File: config.mk
export PLATFORM = sky130hd
export DESIGN_NAME = lsav_sqrt
export DESIGN_NICKNAME = d
export VERILOG_FILES = /design/src/sv/lsav_pkg.sv /design/src/sv/lsav_sqrt.sv
export SDC_FILE = /design/constraint.sdc
export NUM_CORES = 1
export LEC_CHECK = 0
export ABC_CLOCK_PERIOD_IN_PS = 3900
export BUFFER_PORTS_ARGS = -buffer_cell sky130_fd_sc_hd__clkbuf_2
export CORE_MARGIN = 2
export CORE_UTILIZATION = 27
export CTS_CLUSTER_DIAMETER = 50
export DETAILED_ROUTE_END_ITERATION = 16
export SLEW_MARGIN = 20
export SYNTH_ARGS = -nofsm -noshare
export SYNTH_HDL_FRONTEND = slang
export SYNTH_SLANG_ARGS = --single-unit
File: constraint.sdc
create_clock -name clk -period 3.9 [get_ports clk]
set_clock_uncertainty 0.15 [all_clocks]
set_input_delay 0.195 -clock clk [delete_from_list [all_inputs] [get_ports clk]]
set_output_delay 0.195 -clock clk [all_outputs]
set_load 0.01 [all_outputs]
File: src/sv/lsav_pkg.sv
// shared types, constants and saturation helpers for the limit surface quadrature block
// no dependencies

package lsav_pkg;

	localparam int COORD_WIDTH_DEF = 32;
	localparam int MUL_W = 65;
	localparam int PROD_W = 128;
	localparam logic signed [63:0] S64_MAX = 64'sh7FFF_FFFF_FFFF_FFFF;
	localparam logic signed [63:0] S64_MIN = 64'sh8000_0000_0000_0000;
	localparam logic [62:0] AREA_MAX = '1;
	// reciprocal of six scaled by 2^66, rounded up: exact floor for any 64-bit value
	localparam logic [63:0] RECIP6 = 64'hAAAA_AAAA_AAAA_AAAB;

	typedef enum logic [3:0] {
		ST_IDLE,
		ST_ACC,
		ST_CROSS_A,
		ST_CROSS_B,
		ST_SQ,
		ST_DOT,
		ST_SQRT,
		ST_AREA,
		ST_VOL,
		ST_DIV,
		ST_CLOSE,
		ST_EMIT
	} lsav_state_t;

	// clamp a signed 128-bit value to the signed 64-bit range
	function automatic logic signed [63:0] sat128(input logic signed [127:0] v);
		if (v[127:63] == '0 || v[127:63] == '1) begin
			return v[63:0];
		end
		return v[127] ? S64_MIN : S64_MAX;
	endfunction

	function automatic logic signed [63:0] sat_add64(input logic signed [63:0] a,
		input logic signed [63:0] b);
		logic signed [64:0] s;
		s = {a[63], a} + {b[63], b};
		if (s[64] != s[63]) begin
			return s[64] ? S64_MIN : S64_MAX;
		end
		return s[63:0];
	endfunction

endpackage

File: src/sv/lsav_sqrt.sv
// restoring integer square root of a 128-bit value, one root bit per cycle
// depends on lsav_pkg

module lsav_sqrt (
	input  logic         clk,
	input  logic         arst_n,
	input  logic         start,
	input  logic [127:0] radicand,
	output logic         done,
	output logic [63:0]  root
);
	import lsav_pkg::*;

	logic         run_q, done_q;
	logic [5:0]   cnt_q;
	logic [65:0]  rem_q;
	logic [63:0]  root_q;
	logic [127:0] n_q;
	logic [67:0]  r, t;
	logic         ge;

	assign r  = {rem_q, n_q[127:126]};
	assign t  = {2'b0, root_q, 2'b01};
	assign ge = r >= t;

	always_ff @(posedge clk or negedge arst_n) begin
		if (!arst_n) begin
			run_q  <= 1'b0;
			done_q <= 1'b0;
			cnt_q  <= '0;
		end else begin
			done_q <= 1'b0;
			if (start) begin
				run_q <= 1'b1;
				cnt_q <= '0;
			end else if (run_q) begin
				cnt_q <= cnt_q + 1'b1;
				if (cnt_q == 6'd63) begin
					run_q  <= 1'b0;
					done_q <= 1'b1;
				end
			end
		end
	end

	always_ff @(posedge clk) begin
		if (start) begin
			rem_q  <= '0;
			root_q <= '0;
			n_q    <= radicand;
		end else if (run_q) begin
			rem_q  <= ge ? 66'(r - t) : r[65:0];
			root_q <= {root_q[62:0], ge};
			n_q    <= {n_q[125:0], 2'b00};
		end
	end

	assign done = done_q;
	assign root = root_q;

endmodule

==> metrics <==
RSZ-0062 raised after global routing false; Core Rows between 80 and 90; routed wire length ~43000 um; crit path time final around 3.5 ns; Max Freq between 200 and 300 MHz; Synth Register Bits roughly 270; YS warnings 0; Sequential Power Share ~26%; register-to-register setup slack between 0.4 and 0.5 ns; chip height approximately 240 um; WL/cell between 15 and 20 um; H-tree levels 2; Max Slew Vio Count 0; Post-synth EDFFs 128; period utilization roughly 90%; non-filler instance count after layout between 2000 and 3000; DRT Pass-1 Iters 5; CTS tree done; vias in the first global route about 13000; Net count, final ~2100; GRT overflow 0; R2R Path End rem_q[37]; mean post-synth cell area roughly 9.7 um2; Mapped Cells ~1600; Post-synth ARST share under 10%; hold depth 3; first-pass GRT wire length slightly below 70000 um; GRT Total Usage between 10% and 20%; post-route ant nets 0; clk_lat worst skew approximately 0.57 ns; Slew @ Worst Pin between 0.9 and 1 ns; Worst Reg-to-Reg Cells 11; port bufs between 150 and 200; startpoint types flop; endpoints failing hold 0; setup slack at placement roughly 0.30 ns; Internal a little over 8000 uW; DIE AREA 58770 um2; CP max stage cell a211oi_1; Synth Flop Type dfxtp_1; post-synthesis cell area ~15000 um2; DR iter-0 viols ~880; antenna violations before repair 4; # Post-CTS Setup Buffers 0; setup violators final 0; CTS max path bufs 3; Yosys cell types a little over 80; Crit path largest cell delay 0.51 ns; critical path endpoint category flop; CP Max Fanout 7; P&R area growth vs syn 27.96%; crit path cell chain inv_1 -> ha_1 -> and4_1 -> nor2b_1 -> a211oi_1 -> a31oi_2 -> a41oi_1 -> o21ai_0 -> a21oi_1 -> xor2_1 -> o221ai_1; min-delay src radicand[0]; Placed Cells between 2000 and 2500; core area 56280 um2; Die X ~240 um; Max IR drop VDD approximately 0.49 mV; total of max-cap violations 0; GP Congestion a little under 0.9; CTS Buf Count 36; switching share of power between 40% and 50%; clk sinks 266; DP HPWL about 30000 um; worst rel slew slack 39.90%; Hold Path End n_q[0]; Clk pwr share roughly a quarter; largest net degree at the start of global routing around 130; FF-to-FF Start root[7]; setup TNS 0 ns; delay-heaviest family, CP compound AO/OA/AOI/OAI gates; critical path class reg -> reg; Leak roughly 0.0083 uW; Gate power share between 50% and 60%; sequential fraction of the synthesis area 43.31%; detailed-route vias per instance 4.868; clk slew on worst S/H paths approximately 0.060 ns; layout cells sized above 1 between 20% and 30%; fill count ~5600; Arr. time, crit path between 3 and 4 ns; initial core utilization 27.27%; worst setup margin between 0.4 and 0.5 ns; Clock Root Buffer clkbuf_16; worst min path class in -> reg; Mapped Nets about 1800; pwr/cell area about 710 nW/um2; status finished clean; io pins a little under 200; Worst Path Buf+Inv 1; critical path data required time roughly 4.2 ns; # DRC 0; DR vias between 10000 and 15000; Sw Pwr ~5700 uW
power by group through the flow:
stage / sequential [uW] / combinational (uW) / clock (uW)
2_1_floorplan: 3590 / 5340 / 0
3_3_place_gp: 3660 / 6810 / 0
3_5_place_dp: 3670 / 6860 / 0
4_1_cts: 3620 / 7010 / 3360
5_1_grt: 3670 / 7860 / 3470
6_report: 3630 / 7080 / 3280
cells in the final DEF, fill, tap and decap left out, types with 32 or more instances in the layout:
| cell type | instances |
|---|---|
| mux2i_1 | 64 |
| ha_1 | 65 |
| dlygate4sd3_1 | 131 |
| o21ai_0 | 60 |
| dfxtp_1 | 130 |
| clkbuf_2 | 194 |
| nand2_1 | 163 |
| nor2_1 | 162 |
| mux2_2 | 128 |
| a311oi_1 | 36 |
| nand4_1 | 32 |
| a21oi_1 | 102 |
| edfxtp_1 | 128 |
| inv_1 | 96 |
| clkbuf_16 | 37 |
cells in the mapped netlist, types with 23 or more instances:
cell type / number / area (um2)
nand2_1: 164 / 615.6
inv_1: 96 / 360.4
mux2i_1: 64 / 640.6
xnor2_1: 23 / 201.4
ha_1: 67 / 838.3
nand3_1: 26 / 130.1
nand4_1: 32 / 200.2
mux2_2: 128 / 1441
xor2_1: 25 / 219.0
a21oi_1: 102 / 510.5
a311oi_1: 36 / 315.3
buf_2: 26 / 130.1
o21ai_0: 60 / 300.3
nor2_1: 162 / 608.1
dfxtp_1: 130 / 2603
clkbuf_1: 54 / 202.7
edfxtp_1: 128 / 3844
cells by family after synthesis:
logic type / count (synthesis) / share of synthesized area, %
compound gates: 347 / 15.77
xor+xnor: 48 / 2.739
buf+inv: 188 / 5.103
mux: 193 / 13.64
flops: 266 / 43.31
simple gates: 472 / 13.98
fa+ha+maj: 67 / 5.462
area by class of cell:
class                      count  area, um2  area share, %
timing repair buffer         349       2520          12.83
clock buffer                  51       1028          5.237
antenna                        4      10.01        0.05097
clock inverter                14      172.7         0.8792
tap                          756      945.9          4.817
sequential                   266       6650          33.86
multi-input combinational   1127       7948          40.47
inverter                      97      364.1          1.854
through the flow:
| step | utilization, % | instance area (um2) | power, uW | hold WS (ns) |
|---|---|---|---|---|
| 6_report | 34.90 | 19640 | 13980 | 0.3108 |
| 4_1_cts | 34.84 | 19610 | 13990 | 0.2600 |
| 3_5_place_dp | 30.37 | 17090 | 10530 | -0.09484 |
| 2_1_floorplan | - | 15350 | 8931 | -0.2506 |
| 3_3_place_gp | 30.37 | 17090 | 10470 | -0.09360 |
| 5_1_grt | 34.90 | 19640 | 15010 | 0.3013 |
flip-flops by register name, indices dropped and copies added (netlist names):
name and flops:
cnt_q 6, done 1, n_q 128, rem_q 66, root 64, run_q 1
how the worst max path moves through the flow:
stage	start	endpoint	slack, ns	cells past startpoint
after global routing	root[39]	rem_q[51]	0.10	12
final	root[7]	rem_q[37]	0.41	11
after CTS	root[26]	rem_q[34]	0.24	12
after global placement	root[42]	rem_q[34]	0.35	12
after floorplan	root[25]	rem_q[2]	0.90	14
after detailed placement	root[42]	rem_q[34]	0.30	12
what timing repair did:
item | in CTS | in global routing
setup endpoints to repair | 0 | 6
hold buffers | 131 | 0
gates resized for setup | 0 | 5
hold endpoints to repair | 184 | 0
tightest hold or removal path: stages:
cell,delay (ns)
dlygate4sd3_1,0.53
clkbuf_2,0.10
and2_1,0.11
per-layer routing:
metal,wire (um),vias up,GRT usage [%],share of wire [%]
met5,0,-,0,0
met3,2733,71,3.334,6.4
met2,20710,365,24.45,48
met1,18400,6190,17.66,43
met4,1020,0,4.503,2.4
li1,-,6343,-,-
Note: power is estimated with default switching activity, not from simulation.
