$ cat src/sv/lsav_pkg.sv
// shared types, constants and saturation helpers for the limit surface quadrature block
// no dependencies

package lsav_pkg;

	localparam int COORD_WIDTH_DEF = 32;
	localparam int MUL_W = 65;
	localparam int PROD_W = 128;
	localparam logic signed [63:0] S64_MAX = 64'sh7FFF_FFFF_FFFF_FFFF;
	localparam logic signed [63:0] S64_MIN = 64'sh8000_0000_0000_0000;
	localparam logic [62:0] AREA_MAX = '1;
	// reciprocal of six scaled by 2^66, rounded up: exact floor for any 64-bit value
	localparam logic [63:0] RECIP6 = 64'hAAAA_AAAA_AAAA_AAAB;

	typedef enum logic [3:0] {
		ST_IDLE,
		ST_ACC,
		ST_CROSS_A,
		ST_CROSS_B,
		ST_SQ,
		ST_DOT,
		ST_SQRT,
		ST_AREA,
		ST_VOL,
		ST_DIV,
		ST_CLOSE,
		ST_EMIT
	} lsav_state_t;

	// clamp a signed 128-bit value to the signed 64-bit range
	function automatic logic signed [63:0] sat128(input logic signed [127:0] v);
		if (v[127:63] == '0 || v[127:63] == '1) begin
			return v[63:0];
		end
		return v[127] ? S64_MIN : S64_MAX;
	endfunction

	function automatic logic signed [63:0] sat_add64(input logic signed [63:0] a,
		input logic signed [63:0] b);
		logic signed [64:0] s;
		s = {a[63], a} + {b[63], b};
		if (s[64] != s[63]) begin
			return s[64] ? S64_MIN : S64_MAX;
		end
		return s[63:0];
	endfunction

endpackage

$ cat src/sv/lsav_mul.sv
// shared shift-add multiplier, 65 x 65 signed, one partial product per cycle
// depends on lsav_pkg

module lsav_mul (
	input  logic                               clk,
	input  logic                               arst_n,
	input  logic                               start,
	input  logic signed [lsav_pkg::MUL_W-1:0]  a,
	input  logic signed [lsav_pkg::MUL_W-1:0]  b,
	output logic                               done,
	output logic signed [lsav_pkg::PROD_W-1:0] prod
);
	import lsav_pkg::*;

	localparam int CNT_W = $clog2(MUL_W);

	logic              run_q, fin_q, done_q, neg_q;
	logic [CNT_W-1:0]  cnt_q;
	logic [MUL_W-1:0]  mcand_q;
	logic [2*MUL_W:0]  acc_q;
	logic [PROD_W-1:0] prod_q;
	logic [MUL_W-1:0]  mag_a, mag_b;
	logic [MUL_W+1:0]  upper;

	assign mag_a = a[MUL_W-1] ? MUL_W'(-a) : MUL_W'(a);
	assign mag_b = b[MUL_W-1] ? MUL_W'(-b) : MUL_W'(b);
	assign upper = {1'b0, acc_q[2*MUL_W:MUL_W]} + (acc_q[0] ? {2'b0, mcand_q} : '0);

	always_ff @(posedge clk or negedge arst_n) begin
		if (!arst_n) begin
			run_q  <= 1'b0;
			fin_q  <= 1'b0;
			done_q <= 1'b0;
			cnt_q  <= '0;
		end else begin
			done_q <= 1'b0;
			if (start) begin
				run_q <= 1'b1;
				cnt_q <= '0;
			end else if (run_q) begin
				cnt_q <= cnt_q + 1'b1;
				if (cnt_q == CNT_W'(MUL_W - 1)) begin
					run_q <= 1'b0;
					fin_q <= 1'b1;
				end
			end else if (fin_q) begin
				fin_q  <= 1'b0;
				done_q <= 1'b1;
			end
		end
	end

	always_ff @(posedge clk) begin
		if (start) begin
			mcand_q <= mag_a;
			acc_q   <= {{(MUL_W+1){1'b0}}, mag_b};
			neg_q   <= a[MUL_W-1] ^ b[MUL_W-1];
		end else if (run_q) begin
			acc_q <= {upper, acc_q[MUL_W-1:1]};
		end
		if (fin_q) begin
			prod_q <= neg_q ? -acc_q[PROD_W-1:0] : acc_q[PROD_W-1:0];
		end
	end

	assign done = done_q;
	assign prod = prod_q;

endmodule

$ cat config.mk
export PLATFORM = sky130hd
export DESIGN_NAME = lsav_mul
export DESIGN_NICKNAME = d
export VERILOG_FILES = /design/src/sv/lsav_pkg.sv /design/src/sv/lsav_mul.sv
export SDC_FILE = /design/constraint.sdc
export NUM_CORES = 1
export LEC_CHECK = 0
export BUFFER_PORTS_ARGS = -buffer_cell sky130_fd_sc_hd__buf_2
export CELL_PAD_IN_SITES_DETAIL_PLACEMENT = 2
export CELL_PAD_IN_SITES_GLOBAL_PLACEMENT = 2
export CORE_MARGIN = 2
export CORE_UTILIZATION = 30
export CTS_CLUSTER_SIZE = 16
export DETAILED_ROUTE_END_ITERATION = 10
export PLACE_DENSITY_LB_ADDON = 0.1
export REMOVE_ABC_BUFFERS = 1
export SYNTH_ARGS = -nofsm -noshare
export SYNTH_HDL_FRONTEND = slang
export SYNTH_SLANG_ARGS = --single-unit
$ cat constraint.sdc
create_clock -name clk -period 5.6 [get_ports clk]
set_clock_uncertainty 0.2 [all_clocks]
set_input_delay 0.56 -clock clk [delete_from_list [all_inputs] [get_ports clk]]
set_output_delay 0.56 -clock clk [all_outputs]
set_load 0.02 [all_outputs]
==> results of run 1 <==
[state kept, by name, indices dropped and copies added, names as in the netlist]
name / count
acc_q: 131
prod: 128
mcand_q: 65
cnt_q: 7
done: 1
fin_q: 1
neg_q: 1
run_q: 1
[cells in the mapped netlist (22+ instances only)]
master / instances
nor4_1: 27
a21o_1: 31
o21ai_0: 166
nor2_1: 167
ha_1: 70
nand4_1: 35
nor3_1: 26
or3_1: 30
o41ai_1: 46
a21oi_1: 156
dfxtp_1: 66
xnor2_1: 225
nand2_1: 170
nand3_1: 27
or4_1: 34
xor2_1: 84
and2_1: 77
nand2b_1: 22
clkbuf_1: 100
o31ai_1: 80
edfxtp_1: 259
inv_1: 42
[area by class of cell]
| class | instances | area share [%] |
|---|---|---|
| Antenna cell | 4 | 0.04051 |
| Clock buffer | 52 | 4.573 |
| Clock inverter | 27 | 1.382 |
| Inverter | 42 | 0.6380 |
| Multi-Input combinational cell | 1665 | 44.61 |
| Sequential cell | 335 | 37.85 |
| Tap cell | 931 | 4.714 |
| Timing Repair Buffer | 289 | 6.193 |
[stage by stage]
step / util (%) / cell area (sq um)
after floorplan: - / 20520
after global placement: 33.72 / 23210
after detailed placement: 33.72 / 23210
after CTS: 35.89 / 24700
after global routing: 35.89 / 24700
final: 35.90 / 24710
[routing by layer]
layer	track usage (%)	up-vias	wire length (um)
li1	-	8383	-
met1	30.14	8910	37330
met2	35.32	283	36160
met3	2.868	83	2797
met4	4.726	0	1446
met5	0	-	0
[placed cells by master, fill, tap and decap left out, drive strengths merged, types with 10 or more instances in the layout]
cell type	instances
a21o	31
a21oi	156
a31oi	16
and2	77
buf	286
clkbuf	53
clkinv	15
dfrtp	10
dfxtp	66
edfxtp	259
ha	70
inv	45
mux2i	21
nand2	170
nand2b	22
nand3	28
nand4	35
nor2	167
nor2b	12
nor3	26
nor4	28
o21a	14
o21ai	166
o21bai	17
o31ai	80
o41ai	49
or2	20
or3	34
or4	38
xnor2	225
xor2	84
[where the power goes]
part	internal (W)	switching, W
registers	0.00315	0.000451
clock network	0.00177	0.00119
logic	0.000979	0.00160
total	0.00590	0.00325
[logic make-up (layout without fill, tap and decap cells)]
group,after synthesis,count (layout)
simple gates,687,687
compound gates,576,576
flops,335,335
xor+xnor,309,309
buf+inv,148,410
fa+ha+maj,71,71
mux,22,22
other cells,0,4
[timing repair]
action / 4_1_cts / 5_1_grt
gates resized for setup: 0 / 0
hold endpoints to repair: 11 / 0
setup endpoints to repair: 0 / 0
hold buffers: 2 / 0
[worst paths after layout]
check | start | endpoint | slack, ns
max reg2reg | acc_q[18]$_DFFE_PP_ | prod[104]$_DFFE_PP_ | 0.89
max in group asynchronous | arst_n | fin_q$_DFFE_PN0P_ | 4.81
max | acc_q[18]$_DFFE_PP_ | prod[104]$_DFFE_PP_ | 0.89
min reg2reg | acc_q[128]$_SDFFE_PP0P_ | acc_q[128]$_SDFFE_PP0P_ | 0.27
min | a[4] | mcand_q[4]$_DFFE_PP_ | 0.07
min in group asynchronous | arst_n | fin_q$_DFFE_PN0P_ | 0.16
==> summary.txt, run 1 <==
starting density of the core -> 30.40%
f_max -> 212.1 MHz
Reg area -> 9353 sq um
# fillers -> 7585
CTS tree -> built
asr flop ratio synth -> 2.985%
Synth area leader -> edfxtp_1
Die Ht -> 268.1 um
post-synthesis cell count -> 2148
clock root cell -> clkbuf_16
Crit path max-delay family -> simple AND/OR/NAND/NOR gates
Syn. warnings -> 0
final std cells w/o fill -> 3345
row count -> 96
fin crit period -> 4.715 ns
DP HPWL -> 59210 um
die span in x -> 268.1 um
synth unique cells -> 72
area grow syn2layout -> 18.10%
status -> completed
TritonRoute pass-1 iters -> 5
register bit total from synthesis -> 335
Post-Synth Simple-Gate Area -> 16.92%
Max-Slew Margin vs Limit -> 16.18%
synthesized cell area -> 20920 sq um
DRT iter0 DRCs -> 837
largest net degree at the start of global routing -> 67
RSZ-0062 raised after global routing -> no
Total Wirelength -> 77730 um
critical-path maximum fanout -> 9
Avg Vias per Cell -> 5.279
CP Data Required Time -> 5.73 ns
Stages on worst setup path -> 9
final hold vios -> 0
vias in the first global route -> 18950
layout cells sized above 1 -> 16.27%
multi-input logic area -> 11020 sq um
Seq/Total Area, Yosys -> 44.69%
setup TNS -> 0 ns
total power -> 0.009147 W
final slew viol count -> 0
RePlAce Congestion -> 0.8496
first-pass GRT wire length -> 118200 um
Clock Latency Late Sink -> 0.62 ns
post-synthesis compound-gate area fraction -> 17.43%
critical path, cell by cell -> or4_1 -> nor4_1 -> nand4_1 -> buf_4 -> or3_1 -> nor2_1 -> nand3_1 -> o21ai_0 -> xnor2_1
CP max stage delay -> 0.63 ns
core area -> 68830 sq um
CP max-delay cell -> or4_1
GRT Total Usage -> 21.53%
xor-xnor portion of the synthesized cell area -> 12.94%
Peak VDD IR -> 0.2181 mV
Setup WS post-layout -> 0.8851 ns
number of synthesized flops with an enable pin -> 259
GR Overflow Total -> 0
Worst Setup End Kind -> flip-flop
Final setup viols -> 0
# DRC -> 0
r2r worst-path depth -> 9
Tightest Pin Transition -> 1.257 ns
Worst Hold Depth -> 2
DR WL/cell -> 23.24 um
setup bufs post-CTS -> 0
Synth Area in Adders -> 4.282%
number of H-tree levels -> 2
top cells by area, synth -> edfxtp_1 37%, xnor2_1 9.4%, dfxtp_1 6.3%, ha_1 4.2%, o21ai_0 4.0%
clock-pin slew on the worst setup and hold paths -> 0.06 ns
mean area per synthesized cell -> 9.740 sq um
Post-DRT Antenna Nets -> 0
main combinational cell family by area after synthesis -> compound AO/OA/AOI/OAI gates
mux share of post-synthesis cell area -> 1.059%
post-synth top area share -> 37.17%
DIE AREA -> 71870 sq um
port bufs -> 261
Tightest Hold Check Type -> primary input to flip-flop
DR vias -> 17660
CTS sink cnt -> 335
Top-Level Pins -> 262
Nets -> 2580
leakage power -> 9.097 nW
worst path buffer plus inverter count -> 1
startpoint type of the worst setup path -> flip-flop
final cycle utilization of the critical path -> 84.20%
TritonCTS buffer count -> 43
placed cell count -> 3260
P per Cell Area -> 370.2 nW/um^2
Max Cap Viol -> 0
CP arrival -> 4.85 ns
antenna violations before repair -> 7
dpl ws -> 0.6049 ns
clock buffer depth -> 3
CP Class -> flip-flop to flip-flop
ys flop type -> edfxtp_1
Min Hold Slack -> 0.06800 ns
No activity file was read; power rests on OpenSTA's default activity.
==> run 2, diff against run 1 <==
Clock period 5.6 ns to 4.3 ns, I/O delays scaled along.
==> summary.txt, run 2 (synthesis results as in run 1) <==
Post-DRT Antenna Nets -> 0 (unchanged)
final cycle utilization of the critical path -> 97.18% (+13 points)
worst path buffer plus inverter count -> 0 (-1)
CP Class -> flip-flop to flip-flop
die span in x -> 268.1 um (unchanged)
Peak VDD IR -> 0.3599 mV (+65%)
Stages on worst setup path -> 9 (unchanged)
Avg Vias per Cell -> 5.229 (-0.95%)
TritonCTS buffer count -> 44 (+2.3%)
largest net degree at the start of global routing -> 103 (+54%)
TritonRoute pass-1 iters -> 4 (-1)
CP max-delay cell -> or4_4
fin crit period -> 4.179 ns (-0.5362 ns)
DIE AREA -> 71870 sq um (unchanged)
GR Overflow Total -> 0 (unchanged)
Worst Setup End Kind -> flip-flop
status -> completed
P per Cell Area -> 461.6 nW/um^2 (+25%)
dpl ws -> -0.03206 ns (-0.6369 ns)
end of the critical path -> prod[124]$_DFFE_PP_
number of H-tree levels -> 2 (unchanged)
area grow syn2layout -> 25.32%
Crit path max-delay family -> simple AND/OR/NAND/NOR gates
final slew viol count -> 0 (unchanged)
Max-Slew Margin vs Limit -> 17.81% (+1.6 points)
# DRC -> 0 (unchanged)
clock buffer depth -> 3 (unchanged)
vias in the first global route -> 19940 (+5.2%)
f_max -> 239.3 MHz (+13%)
row count -> 96 (unchanged)
DR WL/cell -> 22.81 um (-1.8%)
crit path from -> acc_q[55]$_DFFE_PP_
DP HPWL -> 61280 um (+3.5%)
critical path, cell by cell -> or4_4 -> or4_4 -> or4_4 -> or4_4 -> or3_4 -> nor2_1 -> nand2_1 -> o41ai_2 -> xnor2_1
Total Wirelength -> 80440 um (+3.5%)
port bufs -> 261 (unchanged)
most frequent cell on the critical path -> or4_4
Top-Level Pins -> 262 (unchanged)
Tightest Hold Check Type -> primary input to flip-flop
placed cell count -> 3385 (+3.8%)
leakage power -> 9.930 nW (+9.2%)
antenna violations before repair -> 6 (-1)
Max Cap Viol -> 0 (unchanged)
most frequent cells in the layout -> 260 x buf_2, 259 x edfxtp_1, 225 x xnor2_1, 170 x nand2_1, 166 x nor2_1
Clock Latency Late Sink -> 0.59 ns (-0.03 ns)
Final setup viols -> 0 (unchanged)
worst reg2reg path endpoint -> prod[124]$_DFFE_PP_
CTS sink cnt -> 335 (unchanged)
final std cells w/o fill -> 3526 (+5.4%)
critical-path maximum fanout -> 5 (-4)
DRT iter0 DRCs -> 976 (+17%)
CP arrival -> 4.30 ns (-0.55 ns)
Tightest Pin Transition -> 1.233 ns (-0.02450 ns)
CP max stage delay -> 0.60 ns (-0.03 ns)
GRT Total Usage -> 22.46% (+0.93 points)
layout cells sized above 1 -> 20.18% (+3.9 points)
starting density of the core -> 30.40% (unchanged)
DR vias -> 18440 (+4.4%)
r2r worst-path depth -> 9 (unchanged)
clock-pin slew on the worst setup and hold paths -> 0.06 ns (about the same)
Min Hold Slack -> 0.02454 ns (-0.04346 ns)
CP Data Required Time -> 4.43 ns (-1.30 ns)
final non-filler cell area -> 26220 sq um (+6.1%)
final hold vios -> 0 (unchanged)
clock root cell -> clkbuf_16
startpoint type of the worst setup path -> flip-flop
RSZ-0062 raised after global routing -> no
max FFs per register -> 131 (unchanged)
Top reg by flops -> acc_q
CTS tree -> built
Die Ht -> 268.1 um (unchanged)
Nets -> 2760 (+7.0%)
first-pass GRT wire length -> 124100 um (+5.0%)
Post-DP Area -> 24190 sq um (+4.2%)
core area -> 68830 sq um (unchanged)
RePlAce Congestion -> 0.8283 (-2.5%)
R2R Setup Slk -> 0.12 ns (-0.76 ns)
reg2reg start -> acc_q[55]$_DFFE_PP_
Setup WS post-layout -> 0.1213 ns (-0.7638 ns)
most common cell after layout, fill and taps aside -> buf_2
## run 2: cell type report
class / instances / area (sq um)
antenna: 3 / 7.507
clock buffer: 70 / 1269
clock inverter: 12 / 137.6
fill: 7557 / 42610
inverter: 42 / 157.7
multi-input combinational: 1665 / 11070
sequential: 335 / 9353
tap: 931 / 1165
timing repair buffer: 468 / 3058
## run 2: what timing repair did
item / CTS / global route
pin swaps: 1 / 1
hold endpoints to repair: 64 / 0
setup endpoints to repair: 7 / 15
setup buffers: 1 / 1
resized for setup: 0 / 15
hold buffers: 54 / 0
## run 2: metrics by stage
step           total power [W]  util [%]  TNS [ns]
2_1_floorplan         0.006768         -    -6.931
6_report               0.01210     38.09         0
4_1_cts                0.01225     37.99         0
3_5_place_dp          0.008438     35.15  -0.03338
5_1_grt                0.01281     38.09         0
3_3_place_gp          0.008340     35.15         0
## run 2: worst min path at each step
| stage | startpoint | endpoint | cells after the start |
|---|---|---|---|
| global placement | arst_n | done$_DFF_PN0_ | 1 |
| floorplan | arst_n | cnt_q[0]$_DFFE_PN0P_ | 0 |
| detailed placement | arst_n | done$_DFF_PN0_ | 1 |
| finish | a[50] | mcand_q[50]$_DFFE_PP_ | 2 |
| CTS | a[50] | mcand_q[50]$_DFFE_PP_ | 2 |
| global route | a[50] | mcand_q[50]$_DFFE_PP_ | 2 |
## run 2: power breakdown
part / switching (W) / internal [W] / total, W
Sequential: 0.000490 / 0.00410 / 0.00459
Combinational: 0.00228 / 0.00157 / 0.00385
Clock: 0.00151 / 0.00215 / 0.00366
Total: 0.00428 / 0.00782 / 0.0121
## run 2: worst reg2reg max path, stage by stage, from the launching register on
cell      delay [ns]
edfxtp_1        0.44
or4_4           0.59
or4_4           0.44
or4_4           0.56
or4_4           0.60
or3_4           0.44
nor2_1          0.11
nand2_1         0.16
o41ai_2         0.28
xnor2_1         0.10
## run 2: routing by layer
layer	GRT usage, %	vias up	routed length [um]
met4	4.832	2	1408
met5	0	-	14
met3	2.208	74	2065
li1	-	8764	-
met1	31.52	9341	38950
met2	37.41	256	38010
==> run 3, diff against run 2 <==
Settings changed: MAX_ROUTING_LAYER from default to met4.
==> summary.txt, run 3 (synthesis results as in run 1) <==
core area -> 68830 sq um (unchanged)
Max-Slew Margin vs Limit -> 15.36% (-2.5 points)
Die Ht -> 268.1 um (unchanged)
# DRC -> 0 (unchanged)
GR Overflow Total -> 0 (unchanged)
vias in the first global route -> 20090 (+0.78%)
Top Metal Used -> met4
startpoint type of the worst setup path -> flip-flop
leakage power -> 9.977 nW (+0.48%)
total power -> 0.01218 W (+0.60%)
hold wc startpoint -> a[48]
Top reg by flops -> acc_q
most frequent cells in the layout -> 260 x buf_2, 259 x edfxtp_1, 225 x xnor2_1, 169 x nand2_1, 166 x nor2_1
max FFs per register -> 131 (unchanged)
Worst Setup End Kind -> flip-flop
DR vias -> 18410 (-0.16%)
clock share of power -> 30.5% (+0.3 points)
met3 WL -> 2542 um (+23%)
port bufs -> 261 (unchanged)
first-pass GRT wire length -> 123700 um (-0.37%)
largest net degree at the start of global routing -> 94 (-8.7%)
Clock Latency Late Sink -> 0.61 ns (+0.02 ns)
Peak VDD IR -> 0.2594 mV (-28%)
R2R Setup Slk -> 0.09 ns (-0.03 ns)
CP Class -> flip-flop to flip-flop
most common cell after layout, fill and taps aside -> buf_2
clock-pin slew on the worst setup and hold paths -> 0.06 ns (about the same)
final cycle utilization of the critical path -> 97.91% (+0.73 points)
status -> completed
Worst Hold Depth -> 2 (unchanged)
row count -> 96 (unchanged)
Post-DRT Antenna Nets -> 0 (unchanged)
Tightest Pin Transition -> 1.270 ns (+0.03681 ns)
r2r worst-path depth -> 9 (unchanged)
DRT iter0 DRCs -> 1084 (+11%)
critical-path maximum fanout -> 5 (unchanged)
f_max -> 237.5 MHz (-0.75%)
CP Data Required Time -> 4.44 ns (about the same)
Final setup viols -> 0 (unchanged)
Max Cap Viol -> 0 (unchanged)
Tightest Hold Check Type -> primary input to flip-flop
Avg Vias per Cell -> 5.207 (-0.41%)
Nets -> 2766 (+0.22%)
antenna violations before repair -> 7 (+1)
Internal -> 0.007857 W (+0.45%)
worst reg2reg path endpoint -> prod[124]$_DFFE_PP_
GRT Total Usage -> 23.17% (+0.70 points)
area grow syn2layout -> 25.73%
TritonRoute pass-1 iters -> 4 (unchanged)
Gate power share -> 31.7% (about the same)
starting density of the core -> 30.40% (unchanged)
number of H-tree levels -> 2 (unchanged)
Post-DP Area -> 24180 sq um (about the same)
met2 routed WL -> 38140 um (+0.35%)
NetSw -> 0.004319 W (+0.89%)
final hold vios -> 0 (unchanged)
fin crit period -> 4.210 ns (+0.03144 ns)
die span in x -> 268.1 um (unchanged)
final slew viol count -> 0 (unchanged)
CP arrival -> 4.35 ns (+0.05 ns)
destination of the worst hold path -> mcand_q[48]$_DFFE_PP_
final non-filler cell area -> 26300 sq um (+0.33%)
DIE AREA -> 71870 sq um (unchanged)
DP HPWL -> 61560 um (+0.46%)
DR WL/cell -> 23.03 um (+0.94%)
clock root cell -> clkbuf_16
Top-Level Pins -> 262 (unchanged)
clock buffer depth -> 3 (unchanged)
TritonCTS buffer count -> 43 (-2.3%)
# fillers -> 7455 (-1.3%)
CTS sink cnt -> 335 (unchanged)
CTS tree -> built
P per Cell Area -> 462.9 nW/um^2 (+0.27%)
Min Hold Slack -> 0.01386 ns (-0.01069 ns)
layout cells sized above 1 -> 20.45% (+0.27 points)
WL met1 -> 38750 um (-0.50%)
Switching Fraction -> 35.47% (+0.10 points)
Total Wirelength -> 81400 um (+1.2%)
reg2reg start -> acc_q[54]$_DFFE_PP_
RePlAce Congestion -> 0.8388 (+1.3%)
Seq pwr share -> 37.8% (-0.2 points)
==> run 3: metrics by stage <==
stage          TNS [ns]  std cells  setup WS [ns]  utilization [%]
2_1_floorplan    -6.931       2042        -0.1066                -
3_3_place_gp          0       3385        0.05902            35.13
3_5_place_dp    -0.1910       3385       -0.05290            35.13
4_1_cts               0       3525        0.01236            38.08
5_1_grt        -0.01924       3535       -0.01084            38.22
6_report              0       3535        0.08983            38.22
==> run 3: final cells by class <==
type / count / area [sq um] / area share (%)
antenna: 7 / 17.52 / 0.06659
sequential: 335 / 9353 / 35.56
timing repair buffer: 475 / 3107 / 11.81
multi-input combinational: 1665 / 11080 / 42.13
inverter: 42 / 157.7 / 0.5993
clock buffer: 57 / 1179 / 4.481
clock inverter: 23 / 245.2 / 0.9323
tap: 931 / 1165 / 4.428
==> run 3: worst max path at each step <==
stage                   startpoint                   to  slack, ns  cells after the start
2_1_floorplan      run_q$_DFF_PN0_   acc_q[0]$_DFFE_PP_      -0.11                      2
3_3_place_gp   acc_q[54]$_DFFE_PP_  prod[123]$_DFFE_PP_       0.06                      9
3_5_place_dp   acc_q[54]$_DFFE_PP_  prod[123]$_DFFE_PP_      -0.05                      9
4_1_cts        acc_q[54]$_DFFE_PP_  prod[118]$_DFFE_PP_       0.01                      8
5_1_grt        acc_q[54]$_DFFE_PP_  prod[124]$_DFFE_PP_      -0.01                      9
6_report       acc_q[54]$_DFFE_PP_  prod[124]$_DFFE_PP_       0.09                      9
==> run 3: power by group through the flow <==
stage,combinational (W),clock (W),sequential [W]
2_1_floorplan,0.00206,0,0.00471
3_3_place_gp,0.00370,0,0.00464
3_5_place_dp,0.00377,0,0.00466
4_1_cts,0.00386,0.00382,0.00460
5_1_grt,0.00424,0.00393,0.00467
6_report,0.00386,0.00371,0.00460
==> run 3: critical path, cell delays in order, from the launching register on <==
cell	delay, ns
edfxtp_1	0.47
or4_4	0.59
or4_4	0.45
or4_4	0.56
or4_4	0.60
or3_4	0.44
nor2_1	0.14
nand2_2	0.12
o41ai_2	0.27
xnor2_1	0.10
==> run 3: metal layers <==
| metal | up-vias | global-route usage (%) |
|---|---|---|
| met4 | 0 | 6.236 |
| met5 | - | - |
| met2 | 274 | 37.10 |
| li1 | 8750 | - |
| met1 | 9277 | 30.97 |
| met3 | 107 | 2.749 |
==> run 3: timing repair <==
action	in CTS	in global routing
resized for setup	1	15
setup buffers	1	3
endpoints found under the setup margin	8	21
hold buffers	59	0
pin swaps	1	2
endpoints found under the hold margin	67	0
